===== src/assert_macros.svh =====
// Assertion helpers shared by the LCD interface RTL.
// Included by the modules that carry concurrent checks; no other dependencies.
`ifndef ASSERT_MACROS_SVH
`define ASSERT_MACROS_SVH

// Expression must hold at every clock edge outside reset.
`define ASSERT_ALWAYS(lbl, clk, rst, expr) \
  lbl: assert property (@(posedge clk) disable iff (rst) (expr)) \
    else $error("assertion failed");

// Antecedent implies consequent in the same cycle.
`define ASSERT_IMPLIES(lbl, clk, rst, ante, cons) \
  lbl: assert property (@(posedge clk) disable iff (rst) (ante) |-> (cons)) \
    else $error("assertion failed");

`endif


===== src/lcd4_pkg.sv =====
// Shared types, codes and helper functions for the 4-bit character LCD interface.
// No dependencies; imported by every module of the block.
`timescale 1ns / 1ps

package lcd4_pkg;

  localparam int LCD4_COUNT_WIDTH = 16;
  localparam int LCD4_QUEUE_DEPTH = 2;
  localparam int LCD4_SKIP_STEPS  = 3;

  // Request kinds as they arrive on the input
  localparam logic [1:0] KIND_TICK  = 2'd0;
  localparam logic [1:0] KIND_WRITE = 2'd1;
  localparam logic [1:0] KIND_INIT  = 2'd2;

  // Classified operations handed to the sequencer
  localparam logic [1:0] OP_NONE  = 2'd0;
  localparam logic [1:0] OP_TICK  = 2'd1;
  localparam logic [1:0] OP_WRITE = 2'd2;
  localparam logic [1:0] OP_INIT  = 2'd3;

  // Configuration register indexes
  localparam logic [2:0] REG_PULSE      = 3'd0;
  localparam logic [2:0] REG_GAP        = 3'd1;
  localparam logic [2:0] REG_SETTLE     = 3'd2;
  localparam logic [2:0] REG_INIT_PULSE = 3'd3;
  localparam logic [2:0] REG_INIT_WAIT  = 3'd4;

  // Sequencer phases
  localparam logic [3:0] PH_IDLE       = 4'd0;
  localparam logic [3:0] PH_HI_PULSE   = 4'd1;
  localparam logic [3:0] PH_GAP        = 4'd2;
  localparam logic [3:0] PH_LO_PULSE   = 4'd3;
  localparam logic [3:0] PH_SETTLE     = 4'd4;
  localparam logic [3:0] PH_INIT_PULSE = 4'd5;
  localparam logic [3:0] PH_INIT_WAIT  = 4'd6;

  localparam logic [3:0] INIT_NIBBLES = 4'd4;
  localparam logic [3:0] INIT_STEPS   = 4'd9;
  localparam logic [3:0] INIT_NIB_THREE = 4'h3;
  localparam logic [3:0] INIT_NIB_TWO   = 4'h2;
  localparam logic [3:0] INIT_LAST_NIB  = 4'd3;

  typedef struct packed {
    logic [15:0] pulse_ticks;
    logic [15:0] gap_ticks;
    logic [15:0] settle_ticks;
    logic [15:0] init_pulse_ticks;
    logic [15:0] init_wait_ticks;
  } lcd4_cfg_t;

  typedef struct packed {
    logic [1:0] op;
    logic [7:0] data_byte;
    logic       is_data;
  } lcd4_cmd_t;

  typedef struct packed {
    logic [3:0] bus_nibble;
    logic       enable_line;
    logic       select_line;
    logic       busy_res;
    logic       rejected;
  } lcd4_res_t;

  typedef struct packed {
    logic [3:0] phase;
    logic [7:0] held_byte;
    logic       held_select;
    logic [3:0] init_step;
    logic       in_init;
  } lcd4_seq_t;

  // Command bytes sent after the init nibbles
  function automatic logic [7:0] init_cmd(input logic [2:0] idx);
    case (idx)
      3'd0:    return 8'h28;
      3'd1:    return 8'h0F;
      3'd2:    return 8'h06;
      3'd3:    return 8'h01;
      3'd4:    return 8'h02;
      default: return 8'h00;
    endcase
  endfunction

  function automatic logic [3:0] init_nibble(input logic [3:0] step);
    return (step == INIT_LAST_NIB) ? INIT_NIB_TWO : INIT_NIB_THREE;
  endfunction

  // One phase transition at the end of a phase
  function automatic lcd4_seq_t leave_phase(input lcd4_seq_t s);
    lcd4_seq_t n;
    n = s;
    case (s.phase)
      PH_HI_PULSE:   n.phase = PH_GAP;
      PH_GAP:        n.phase = PH_LO_PULSE;
      PH_LO_PULSE:   n.phase = PH_SETTLE;
      PH_SETTLE:     n.phase = s.in_init ? PH_INIT_WAIT : PH_IDLE;
      PH_INIT_PULSE: n.phase = PH_INIT_WAIT;
      PH_INIT_WAIT: begin
        n.init_step = s.init_step + 4'd1;
        if (n.init_step < INIT_NIBBLES) begin
          n.phase = PH_INIT_PULSE;
        end else if (n.init_step < INIT_STEPS) begin
          n.held_byte   = init_cmd(3'(n.init_step - INIT_NIBBLES));
          n.held_select = 1'b0;
          n.phase       = PH_HI_PULSE;
        end else begin
          n.in_init = 1'b0;
          n.phase   = PH_IDLE;
        end
      end
      default:       n.phase = PH_IDLE;
    endcase
    return n;
  endfunction

endpackage


===== src/lcd4_fifo.sv =====
// Small register-based FIFO used for the command and result queues.
// Depends on lcd4_pkg for the default depth.
`timescale 1ns / 1ps

module lcd4_fifo import lcd4_pkg::*; #(
  parameter type item_t = logic,
  parameter int  DEPTH  = LCD4_QUEUE_DEPTH
) (
  input  logic  clk,
  input  logic  rst,
  input  logic  push,
  input  item_t wr_data,
  output logic  full,
  input  logic  pop,
  output item_t rd_data,
  output logic  empty
);

  localparam int AW = (DEPTH > 1) ? $clog2(DEPTH) : 1;
  localparam int CW = $clog2(DEPTH + 1);
  localparam logic [CW-1:0] COUNT_FULL = CW'(DEPTH);
  localparam logic [AW-1:0] PTR_LAST   = AW'(DEPTH - 1);

  item_t         mem [DEPTH];
  logic [AW-1:0] wr_ptr;
  logic [AW-1:0] rd_ptr;
  logic [CW-1:0] count;
  logic          do_wr;
  logic          do_rd;

  assign full    = (count == COUNT_FULL);
  assign empty   = (count == '0);
  assign do_wr   = push && !full;
  assign do_rd   = pop && !empty;
  assign rd_data = mem[rd_ptr];

  always_ff @(posedge clk) begin
    if (do_wr) begin
      mem[wr_ptr] <= wr_data;
    end
  end

  always_ff @(posedge clk) begin
    if (rst) begin
      wr_ptr <= '0;
      rd_ptr <= '0;
      count  <= '0;
    end else begin
      if (do_wr) begin
        wr_ptr <= (wr_ptr == PTR_LAST) ? '0 : wr_ptr + AW'(1);
      end
      if (do_rd) begin
        rd_ptr <= (rd_ptr == PTR_LAST) ? '0 : rd_ptr + AW'(1);
      end
      case ({do_wr, do_rd})
        2'b10:   count <= count + CW'(1);
        2'b01:   count <= count - CW'(1);
        default: count <= count;
      endcase
    end
  end

endmodule


===== src/lcd4_front.sv =====
// Front end: accepts requests, classifies them and queues them for the sequencer.
// Depends on lcd4_pkg and lcd4_fifo.
`timescale 1ns / 1ps

module lcd4_front import lcd4_pkg::*; (
  input  logic       clk,
  input  logic       rst,
  input  logic       push,
  output logic       full,
  input  logic [1:0] kind,
  input  logic [7:0] data_byte,
  input  logic       is_data,
  input  logic       cmd_pop,
  output lcd4_cmd_t  cmd,
  output logic       cmd_valid
);

  lcd4_cmd_t cmd_in;
  logic      cmd_empty;

  always_comb begin
    cmd_in.data_byte = data_byte;
    cmd_in.is_data   = is_data;
    case (kind)
      KIND_TICK:  cmd_in.op = OP_TICK;
      KIND_WRITE: cmd_in.op = OP_WRITE;
      KIND_INIT:  cmd_in.op = OP_INIT;
      default:    cmd_in.op = OP_NONE;
    endcase
  end

  lcd4_fifo #(
    .item_t (lcd4_cmd_t)
  ) u_cmd_q (
    .clk     (clk),
    .rst     (rst),
    .push    (push),
    .wr_data (cmd_in),
    .full    (full),
    .pop     (cmd_pop),
    .rd_data (cmd),
    .empty   (cmd_empty)
  );

  assign cmd_valid = !cmd_empty;

endmodule


===== src/lcd4_back.sv =====
// Back end: bus sequencer giving the bus state after each command. Retires one
// per cycle when the result queue has room. Needs lcd4_pkg and assert_macros.svh.
`timescale 1ns / 1ps
`include "assert_macros.svh"

module lcd4_back import lcd4_pkg::*; #(
  parameter int COUNT_WIDTH = LCD4_COUNT_WIDTH
) (
  input  logic      clk,
  input  logic      rst,
  input  lcd4_cfg_t cfg,
  input  lcd4_cmd_t cmd,
  input  logic      cmd_valid,
  output logic      cmd_pop,
  output logic      res_push,
  output lcd4_res_t res,
  input  logic      res_full
);

  localparam logic [31:0] CNT_MAX = 32'((64'd1 << COUNT_WIDTH) - 64'd1);

  lcd4_seq_t              seq;
  lcd4_seq_t              seq_next;
  logic [COUNT_WIDTH-1:0] tick_count;
  logic [COUNT_WIDTH-1:0] tick_count_next;
  logic [COUNT_WIDTH-1:0] dur_pulse;
  logic [COUNT_WIDTH-1:0] dur_gap;
  logic [COUNT_WIDTH-1:0] dur_settle;
  logic [COUNT_WIDTH-1:0] dur_init_pulse;
  logic [COUNT_WIDTH-1:0] dur_init_wait;
  logic [COUNT_WIDTH-1:0] dur_cur;
  logic [COUNT_WIDTH-1:0] tick_inc;
  logic                   busy;
  logic                   rej;

  // Saturate a 16-bit register to the counter range
  function automatic logic [COUNT_WIDTH-1:0] clip(input logic [15:0] v);
    logic [31:0] w;
    w = {16'd0, v};
    return (w > CNT_MAX) ? CNT_MAX[COUNT_WIDTH-1:0] : w[COUNT_WIDTH-1:0];
  endfunction

  function automatic logic zero_dur(input logic [3:0] ph, input lcd4_cfg_t c);
    case (ph)
      PH_GAP:       return (c.gap_ticks == 16'd0);
      PH_SETTLE:    return (c.settle_ticks == 16'd0);
      PH_INIT_WAIT: return (c.init_wait_ticks == 16'd0);
      default:      return 1'b0;
    endcase
  endfunction

  // A pulse register of zero still gives a one-tick strobe
  assign dur_pulse      = clip((cfg.pulse_ticks == 16'd0) ? 16'd1 : cfg.pulse_ticks);
  assign dur_gap        = clip(cfg.gap_ticks);
  assign dur_settle     = clip(cfg.settle_ticks);
  assign dur_init_pulse = clip((cfg.init_pulse_ticks == 16'd0) ? 16'd1 : cfg.init_pulse_ticks);
  assign dur_init_wait  = clip(cfg.init_wait_ticks);

  always_comb begin
    case (seq.phase)
      PH_HI_PULSE, PH_LO_PULSE: dur_cur = dur_pulse;
      PH_GAP:                   dur_cur = dur_gap;
      PH_SETTLE:                dur_cur = dur_settle;
      PH_INIT_PULSE:            dur_cur = dur_init_pulse;
      PH_INIT_WAIT:             dur_cur = dur_init_wait;
      default:                  dur_cur = '0;
    endcase
  end

  assign busy     = (seq.phase != PH_IDLE);
  assign tick_inc = tick_count + COUNT_WIDTH'(1);
  assign cmd_pop  = cmd_valid && !res_full;
  assign res_push = cmd_pop;

  always_comb begin
    logic advance;
    advance         = 1'b0;
    seq_next        = seq;
    tick_count_next = tick_count;
    rej             = 1'b0;
    case (cmd.op)
      OP_TICK: begin
        if (busy) begin
          if (tick_inc >= dur_cur) begin
            seq_next        = leave_phase(seq);
            tick_count_next = '0;
            advance         = 1'b1;
          end else begin
            tick_count_next = tick_inc;
          end
        end
      end
      OP_WRITE: begin
        if (busy) begin
          rej = 1'b1;
        end else begin
          seq_next.held_byte   = cmd.data_byte;
          seq_next.held_select = cmd.is_data;
          seq_next.in_init     = 1'b0;
          seq_next.phase       = PH_HI_PULSE;
          tick_count_next      = '0;
        end
      end
      OP_INIT: begin
        if (busy) begin
          rej = 1'b1;
        end else begin
          seq_next.in_init     = 1'b1;
          seq_next.init_step   = 4'd0;
          seq_next.held_select = 1'b0;
          seq_next.phase       = PH_INIT_PULSE;
          tick_count_next      = '0;
        end
      end
      default: ;
    endcase
    // Phases that last zero ticks pass through in the same cycle
    if (advance) begin
      for (int i = 0; i < LCD4_SKIP_STEPS; i++) begin
        if (seq_next.phase != PH_IDLE && zero_dur(seq_next.phase, cfg)) begin
          seq_next = leave_phase(seq_next);
        end
      end
    end
  end

  // Bus view of the state after this command
  always_comb begin
    res.rejected = rej;
    res.busy_res = (seq_next.phase != PH_IDLE);
    case (seq_next.phase)
      PH_HI_PULSE: begin
        res.bus_nibble  = seq_next.held_byte[7:4];
        res.enable_line = 1'b1;
        res.select_line = seq_next.held_select;
      end
      PH_GAP: begin
        res.bus_nibble  = seq_next.held_byte[7:4];
        res.enable_line = 1'b0;
        res.select_line = seq_next.held_select;
      end
      PH_LO_PULSE: begin
        res.bus_nibble  = seq_next.held_byte[3:0];
        res.enable_line = 1'b1;
        res.select_line = seq_next.held_select;
      end
      PH_INIT_PULSE: begin
        res.bus_nibble  = init_nibble(seq_next.init_step);
        res.enable_line = 1'b1;
        res.select_line = 1'b0;
      end
      PH_INIT_WAIT: begin
        res.bus_nibble  = (seq_next.init_step < INIT_NIBBLES) ?
                          init_nibble(seq_next.init_step) : seq_next.held_byte[3:0];
        res.enable_line = 1'b0;
        res.select_line = 1'b0;
      end
      default: begin
        res.bus_nibble  = seq_next.held_byte[3:0];
        res.enable_line = 1'b0;
        res.select_line = seq_next.held_select;
      end
    endcase
  end

  always_ff @(posedge clk) begin
    if (rst) begin
      seq.phase       <= PH_IDLE;
      seq.held_byte   <= 8'd0;
      seq.held_select <= 1'b0;
      seq.init_step   <= 4'd0;
      seq.in_init     <= 1'b0;
      tick_count      <= '0;
    end else if (cmd_pop) begin
      seq        <= seq_next;
      tick_count <= tick_count_next;
    end
  end

  `ASSERT_IMPLIES(a_idle_count_clear, clk, rst, seq.phase == PH_IDLE, tick_count == '0)
  `ASSERT_IMPLIES(a_init_phase_flag, clk, rst,
                  seq.phase == PH_INIT_PULSE || seq.phase == PH_INIT_WAIT, seq.in_init)
  `ASSERT_IMPLIES(a_reject_only_busy, clk, rst, res_push && res.rejected, busy)
  `ASSERT_ALWAYS(a_count_in_phase, clk, rst, !busy || tick_count < dur_cur)

endmodule


===== src/char_lcd_4bit_interface_core.sv =====
// Top level of the 4-bit character LCD interface: config registers, front end,
// sequencer and result queue. Depends on lcd4_pkg, lcd4_fifo, lcd4_front, lcd4_back.
`timescale 1ns / 1ps

// Drives an HD44780-style character LCD over a 4-bit bus. Every input item is
// a time tick, a byte write (command or character data) or an init request,
// and every item yields exactly one result: the bus nibble, enable and register
// select levels after the item, a busy flag, and a rejected flag that is set
// when a write or init arrived while a transfer was still running (the request
// is then dropped). A byte goes out high nibble first, each nibble with an
// enable pulse and a gap in between, then a settle wait; init sends nibbles 3,3,3,2 with
// long pulses and waits, then commands 0x28, 0x0F, 0x06, 0x01, 0x02. All timing
// is counted in tick items, using the five tick registers on the config port
// (index 0 pulse, 1 gap, 2 settle, 3 init pulse, 4 init wait; other indexes
// are ignored); write them only while the block is idle. Throughput is one
// item per clock while the result queue is not full: the sequencer retires one
// queued command every cycle unless it stalls on a full result queue. An item
// passes through the command queue and then the result queue. Both queues are
// two deep, so a stalled consumer backs up into full after a few items.
module char_lcd_4bit_interface_core import lcd4_pkg::*; #(
  parameter int COUNT_WIDTH = LCD4_COUNT_WIDTH
) (
  input  logic        clk,
  input  logic        rst,
  // request side
  input  logic        push,
  output logic        full,
  input  logic [1:0]  kind,
  input  logic [7:0]  data_byte,
  input  logic        is_data,
  // result side
  output logic        empty,
  input  logic        pop,
  output logic [3:0]  bus_nibble,
  output logic        enable_line,
  output logic        select_line,
  output logic        busy_res,
  output logic        rejected,
  // configuration writes
  input  logic        cfg_write,
  input  logic [2:0]  cfg_index,
  input  logic [15:0] cfg_data
);

  lcd4_cfg_t cfg;
  lcd4_cmd_t cmd;
  logic      cmd_valid;
  logic      cmd_pop;
  lcd4_res_t res_in;
  lcd4_res_t res_out;
  logic      res_push;
  logic      res_full;

  // Tick registers; writes beyond the last index fall through
  always_ff @(posedge clk) begin
    if (rst) begin
      cfg.pulse_ticks      <= 16'd2;
      cfg.gap_ticks        <= 16'd2;
      cfg.settle_ticks     <= 16'd50;
      cfg.init_pulse_ticks <= 16'd100;
      cfg.init_wait_ticks  <= 16'd5000;
    end else if (cfg_write) begin
      case (cfg_index)
        REG_PULSE:      cfg.pulse_ticks      <= cfg_data;
        REG_GAP:        cfg.gap_ticks        <= cfg_data;
        REG_SETTLE:     cfg.settle_ticks     <= cfg_data;
        REG_INIT_PULSE: cfg.init_pulse_ticks <= cfg_data;
        REG_INIT_WAIT:  cfg.init_wait_ticks  <= cfg_data;
        default: ;
      endcase
    end
  end

  // Front: classify each transfer and queue it
  lcd4_front u_front (
    .clk       (clk),
    .rst       (rst),
    .push      (push),
    .full      (full),
    .kind      (kind),
    .data_byte (data_byte),
    .is_data   (is_data),
    .cmd_pop   (cmd_pop),
    .cmd       (cmd),
    .cmd_valid (cmd_valid)
  );

  // Back: phase/tick sequencer, stalls only when the result queue is full
  lcd4_back #(
    .COUNT_WIDTH (COUNT_WIDTH)
  ) u_back (
    .clk       (clk),
    .rst       (rst),
    .cfg       (cfg),
    .cmd       (cmd),
    .cmd_valid (cmd_valid),
    .cmd_pop   (cmd_pop),
    .res_push  (res_push),
    .res       (res_in),
    .res_full  (res_full)
  );

  // Result queue decouples the sequencer from the consumer
  lcd4_fifo #(
    .item_t (lcd4_res_t)
  ) u_res_q (
    .clk     (clk),
    .rst     (rst),
    .push    (res_push),
    .wr_data (res_in),
    .full    (res_full),
    .pop     (pop),
    .rd_data (res_out),
    .empty   (empty)
  );

  assign bus_nibble  = res_out.bus_nibble;
  assign enable_line = res_out.enable_line;
  assign select_line = res_out.select_line;
  assign busy_res    = res_out.busy_res;
  assign rejected    = res_out.rejected;

endmodule


===== config.mk =====
export PLATFORM = sky130hd
export DESIGN_NAME = char_lcd_4bit_interface_core
export DESIGN_NICKNAME = d
export VERILOG_FILES = /design/src/lcd4_pkg.sv /design/src/lcd4_fifo.sv /design/src/lcd4_front.sv /design/src/lcd4_back.sv /design/src/char_lcd_4bit_interface_core.sv
export VERILOG_INCLUDE_DIRS = /design/src /design/src/src
export SDC_FILE = /design/constraint.sdc
export NUM_CORES = 1
export LEC_CHECK = 0
export ABC_AREA = 0
export BUFFER_PORTS_ARGS = -buffer_cell sky130_fd_sc_hd__clkbuf_2
export CORE_UTILIZATION = 40
export CTS_CLUSTER_DIAMETER = 200
export DETAILED_ROUTE_END_ITERATION = 12
export PLACE_DENSITY = 0.53
export SKIP_CTS_REPAIR_TIMING = 1
export SLEW_MARGIN = 0
export SYNTH_ARGS = -nofsm -noshare
export SYNTH_HDL_FRONTEND = slang
export SYNTH_HIERARCHICAL = 1
export SYNTH_SLANG_ARGS = --single-unit
export TNS_END_PERCENT = 30

===== constraint.sdc =====
create_clock -name clk -period 11.4 [get_ports clk]
set_input_delay 2.28 -clock clk [delete_from_list [all_inputs] [get_ports clk]]
set_output_delay 2.28 -clock clk [all_outputs]
set_load 0.05 [all_outputs]

==> impl_results.md <==
- Outcome: completed
- Mapped Nets: 1,162
- Vias/cell: 5.816
- Period utilization: 67.64%
- Critical path launch point: u_back/seq[14]$_SDFFE_PP0P_
- Most frequent cells in the layout: dfxtp_1 (124), nand2_1 (90), nand2b_1 (88)
- Worst Skew: 0.01370 ns
- Routing usage on met3: 3.282%
- CTS tree: built
- Multiplexer area fraction after synthesis: 10.84%
- Flop-to-flop setup slack: 3.69 ns
- Post-place setup slack: 3.925 ns
- Post-route ant nets: 0
- Number of global-route vias before repair: 7,892
- R2R Path Start: u_back/seq[14]$_SDFFE_PP0P_
- Relative slew slack: 28.63%
- Setup TNS: 0 ns
- Crit path max fanout: 16
- Pin count of the biggest net entering global routing: 91
- Tot Pwr: between 2 and 2.5 mW
- Reg2reg path depth: 22
- RSZ-0062 raised after global routing: no
- Design area: 10,970 sq um
- Placed Area: 10,360 sq um
- Sequential area share after synthesis: between 30% and 40%
- Simple-gate share of the synthesized area: between 20% and 30%
- Synth Instances: around 1,100
- Flops & latches, synth: approximately 160
- Pwr dens: 199.1 nW/um^2
- Met2 GRT Util: 38.59%
- Fmax: 129.7 MHz
- Startpoint class of the critical path: flip-flop
- Layout area overhead: 10.46%
- Die width: 159.6 um
- IO Count: 45
- Largest family of logic cells by synthesized area: simple AND/OR/NAND/NOR gates
- Grt peak-use layer: met2
- Initial Util: 40.83%
- Synth cell types: 100
- Setup ws final: 3.689 ns
- Grt met1 use: 27.80%
- CP endpoint kind: flip-flop
- Final Non-Filler Cells: 1,436
- Slew Viols, Final: 0
- Max cap viols: 0
- Placed cell count: around 1,400
- Syn Area/Cell: a little over 9 sq um
- XOR/XNOR Fraction of Synth Area: 2.469%
- Max IR drop VDD: between 0.1 and 0.15 mV
- CP endpoint: u_res_q/mem[0][7]$_DFFE_PP_
- Antenna violations before repair: 0
- Routability cong.: 0.9182
- Leak: 4.451 nW
- Clk_lat worst skew: 0.44 ns
- Initial drt markers: 738
- Ys flop type: dfxtp_1
- CTS buffer count: 17
- Yosys top cell by area: dfxtp_1
- Slew @ Worst Pin: ~1.1 ns
- WS Path Type: flip-flop to flip-flop
- Number of flops mapped to enable cells by yosys: 38
- CTS root buf: clkbuf_16
- # fillers: roughly 2,400
- First-pass GRT wire length: 44,430 um
- Minimum clock period: 7.711 ns
- H-tree depth: 4
- Core Area: between 20,000 and 25,000 sq um
- Overflow after GRT: 0
- # rows: 57
- Commonest non-fill, non-tap cell in the layout: dfxtp_1
- Register area: between 3000 and 4000 sq um
- Antenna cells: 0
- Total wire length: 28,090 um
- Async SR Flop Fraction: 0%
- Reg2reg end: u_res_q/mem[0][7]$_DFFE_PP_
- Critical Path RT: 11.58 ns
- Detailed-route via count: 8,352
- Routed length per placed instance: 19.56 um
- Multi-input logic area: 5882 sq um
- Drt pass-1 iters: 6
- Die H: around 160 um
- Hold Path Class: flip-flop to flip-flop
- Worst-path clk slew: 0.07 ns
- Die area: 25,460 sq um
- Clk buf depth: 2
- Number of buffers added on ports: 44
- Post-Syn Area: ~10000 sq um
- WHS Path Cells: 2
- Synth warn: 6
- Adder-Cell Fraction of Synth Area: 4.788%
- Critical Path AT: 7.89 ns
- Hold Vio Cnt, Final: 0
- DRC viols: 0
- Synth Area in Compound Gates: 18.63%
- Post-DP HPWL: 20,700 um
- Share of the synthesized area in the top cell type: 25.00%
- Sink Count: 162
- # nets final: ~1,200
- Tot GR Track Use: 22.10%
- Fraction of layout cells with a size suffix above 1: 13.22%
- Count of final setup violators: 0
- Synth top area cells: dfxtp_1 (25%), edfxtp_1 (11%), mux2i_1 (8.6%)
cell type report:
type                       instances  area share [%]
sequential                       162           33.03
clock buffer                      18           4.004
inverter                          37           1.266
multi-input combinational        825           53.62
tap                              324           3.696
clock inverter                    14           1.528
timing repair buffer              56           2.852
how the worst min path moves through the flow:
stage	slack, ns	from	to
floorplan	0.44	u_back/seq[5]$_SDFFE_PP0P_	u_back/seq[5]$_SDFFE_PP0P_
global placement	0.44	u_back/seq[13]$_SDFFE_PP0P_	u_back/seq[13]$_SDFFE_PP0P_
detailed placement	0.45	u_back/seq[13]$_SDFFE_PP0P_	u_back/seq[13]$_SDFFE_PP0P_
CTS	0.46	u_back/seq[12]$_SDFFE_PP0P_	u_back/seq[12]$_SDFFE_PP0P_
global route	0.48	u_back/seq[13]$_SDFFE_PP0P_	u_back/seq[13]$_SDFFE_PP0P_
finish	0.46	u_back/seq[12]$_SDFFE_PP0P_	u_back/seq[12]$_SDFFE_PP0P_
cell usage after synthesis, drive strengths merged (5+ instances only):
cell type / number
ha: 38
dfxtp: 124
nor2b: 6
buf: 29
a21oi: 70
nand2b: 90
and3: 18
o211ai: 12
xnor2: 15
a211oi: 11
nor4: 22
a32oi: 6
or3: 8
inv: 37
mux2i: 85
a21o: 7
nor3: 20
a222oi: 16
nand2: 91
a22oi: 11
a21boi: 5
a32o: 5
a221oi: 5
xor2: 13
nor2: 80
nand3b: 10
nand4: 11
mux2: 20
clkbuf: 36
o311ai: 6
nand3: 23
o21ai: 37
a31oi: 10
and2: 5
edfxtp: 38
power breakdown:
group          internal [mW]  switching, mW
logic                  0.300          0.581
registers              0.670         0.0509
clock network          0.301          0.280
through the flow:
stage / hold WS [ns] / utilization [%]
6_report: 0.4603 / 45.10
4_1_cts: 0.4620 / 45.10
2_1_floorplan: 0.4357 / -
5_1_grt: 0.4808 / 45.10
3_5_place_dp: 0.4505 / 42.61
3_3_place_gp: 0.4427 / 42.61
registers in the layout (all words and copies together), names as in the netlist, named ones only:
register and count:
u_front/u_cmd_q/wr_ptr 1, u_back/seq 18, u_front/u_cmd_q/mem 22, u_back/tick_count 16, u_res_q/count 2, u_front/u_cmd_q/rd_ptr 1
u_res_q/wr_ptr 1, u_res_q/rd_ptr 1, u_res_q/mem 16, cfg 80, u_front/u_cmd_q/count 2
per-layer routing:
metal / up-vias / share of wire [%]
li1: 4044 / -
met1: 4001 / 44
met2: 259 / 49
met3: 48 / 4.5
met4: 0 / 2.4
met5: - / 0
logic make-up (layout without fill, tap and decap cells):
family          count (synthesis)  in the layout
flops                         162            162
buf+inv                       102            125
simple gates                  405            405
xor+xnor                       28             28
mux                           105            105
compound gates                249            249
fa+ha+maj                      38             38
worst max-delay path, stage by stage (launching register included):
cell	delay (ns)
dfxtp_1	0.68
nand2_1	0.19
nor2_1	0.84
a222oi_1	0.21
inv_1	0.11
a221oi_1	0.08
ha_1	0.32
nor2b_4	0.13
o211a_4	0.24
o311a_4	0.41
nor3_2	0.32
a21oi_1	0.15
o21ai_1	0.53
ha_1	0.42
inv_1	0.16
a21oi_1	0.26
o211ai_1	0.19
a31oi_1	0.84
a32oi_1	0.32
o21ai_0	0.31
o311ai_1	0.23
a21bo_2	0.27
a22o_1	0.25
No activity file was read; power rests on OpenSTA's default activity.
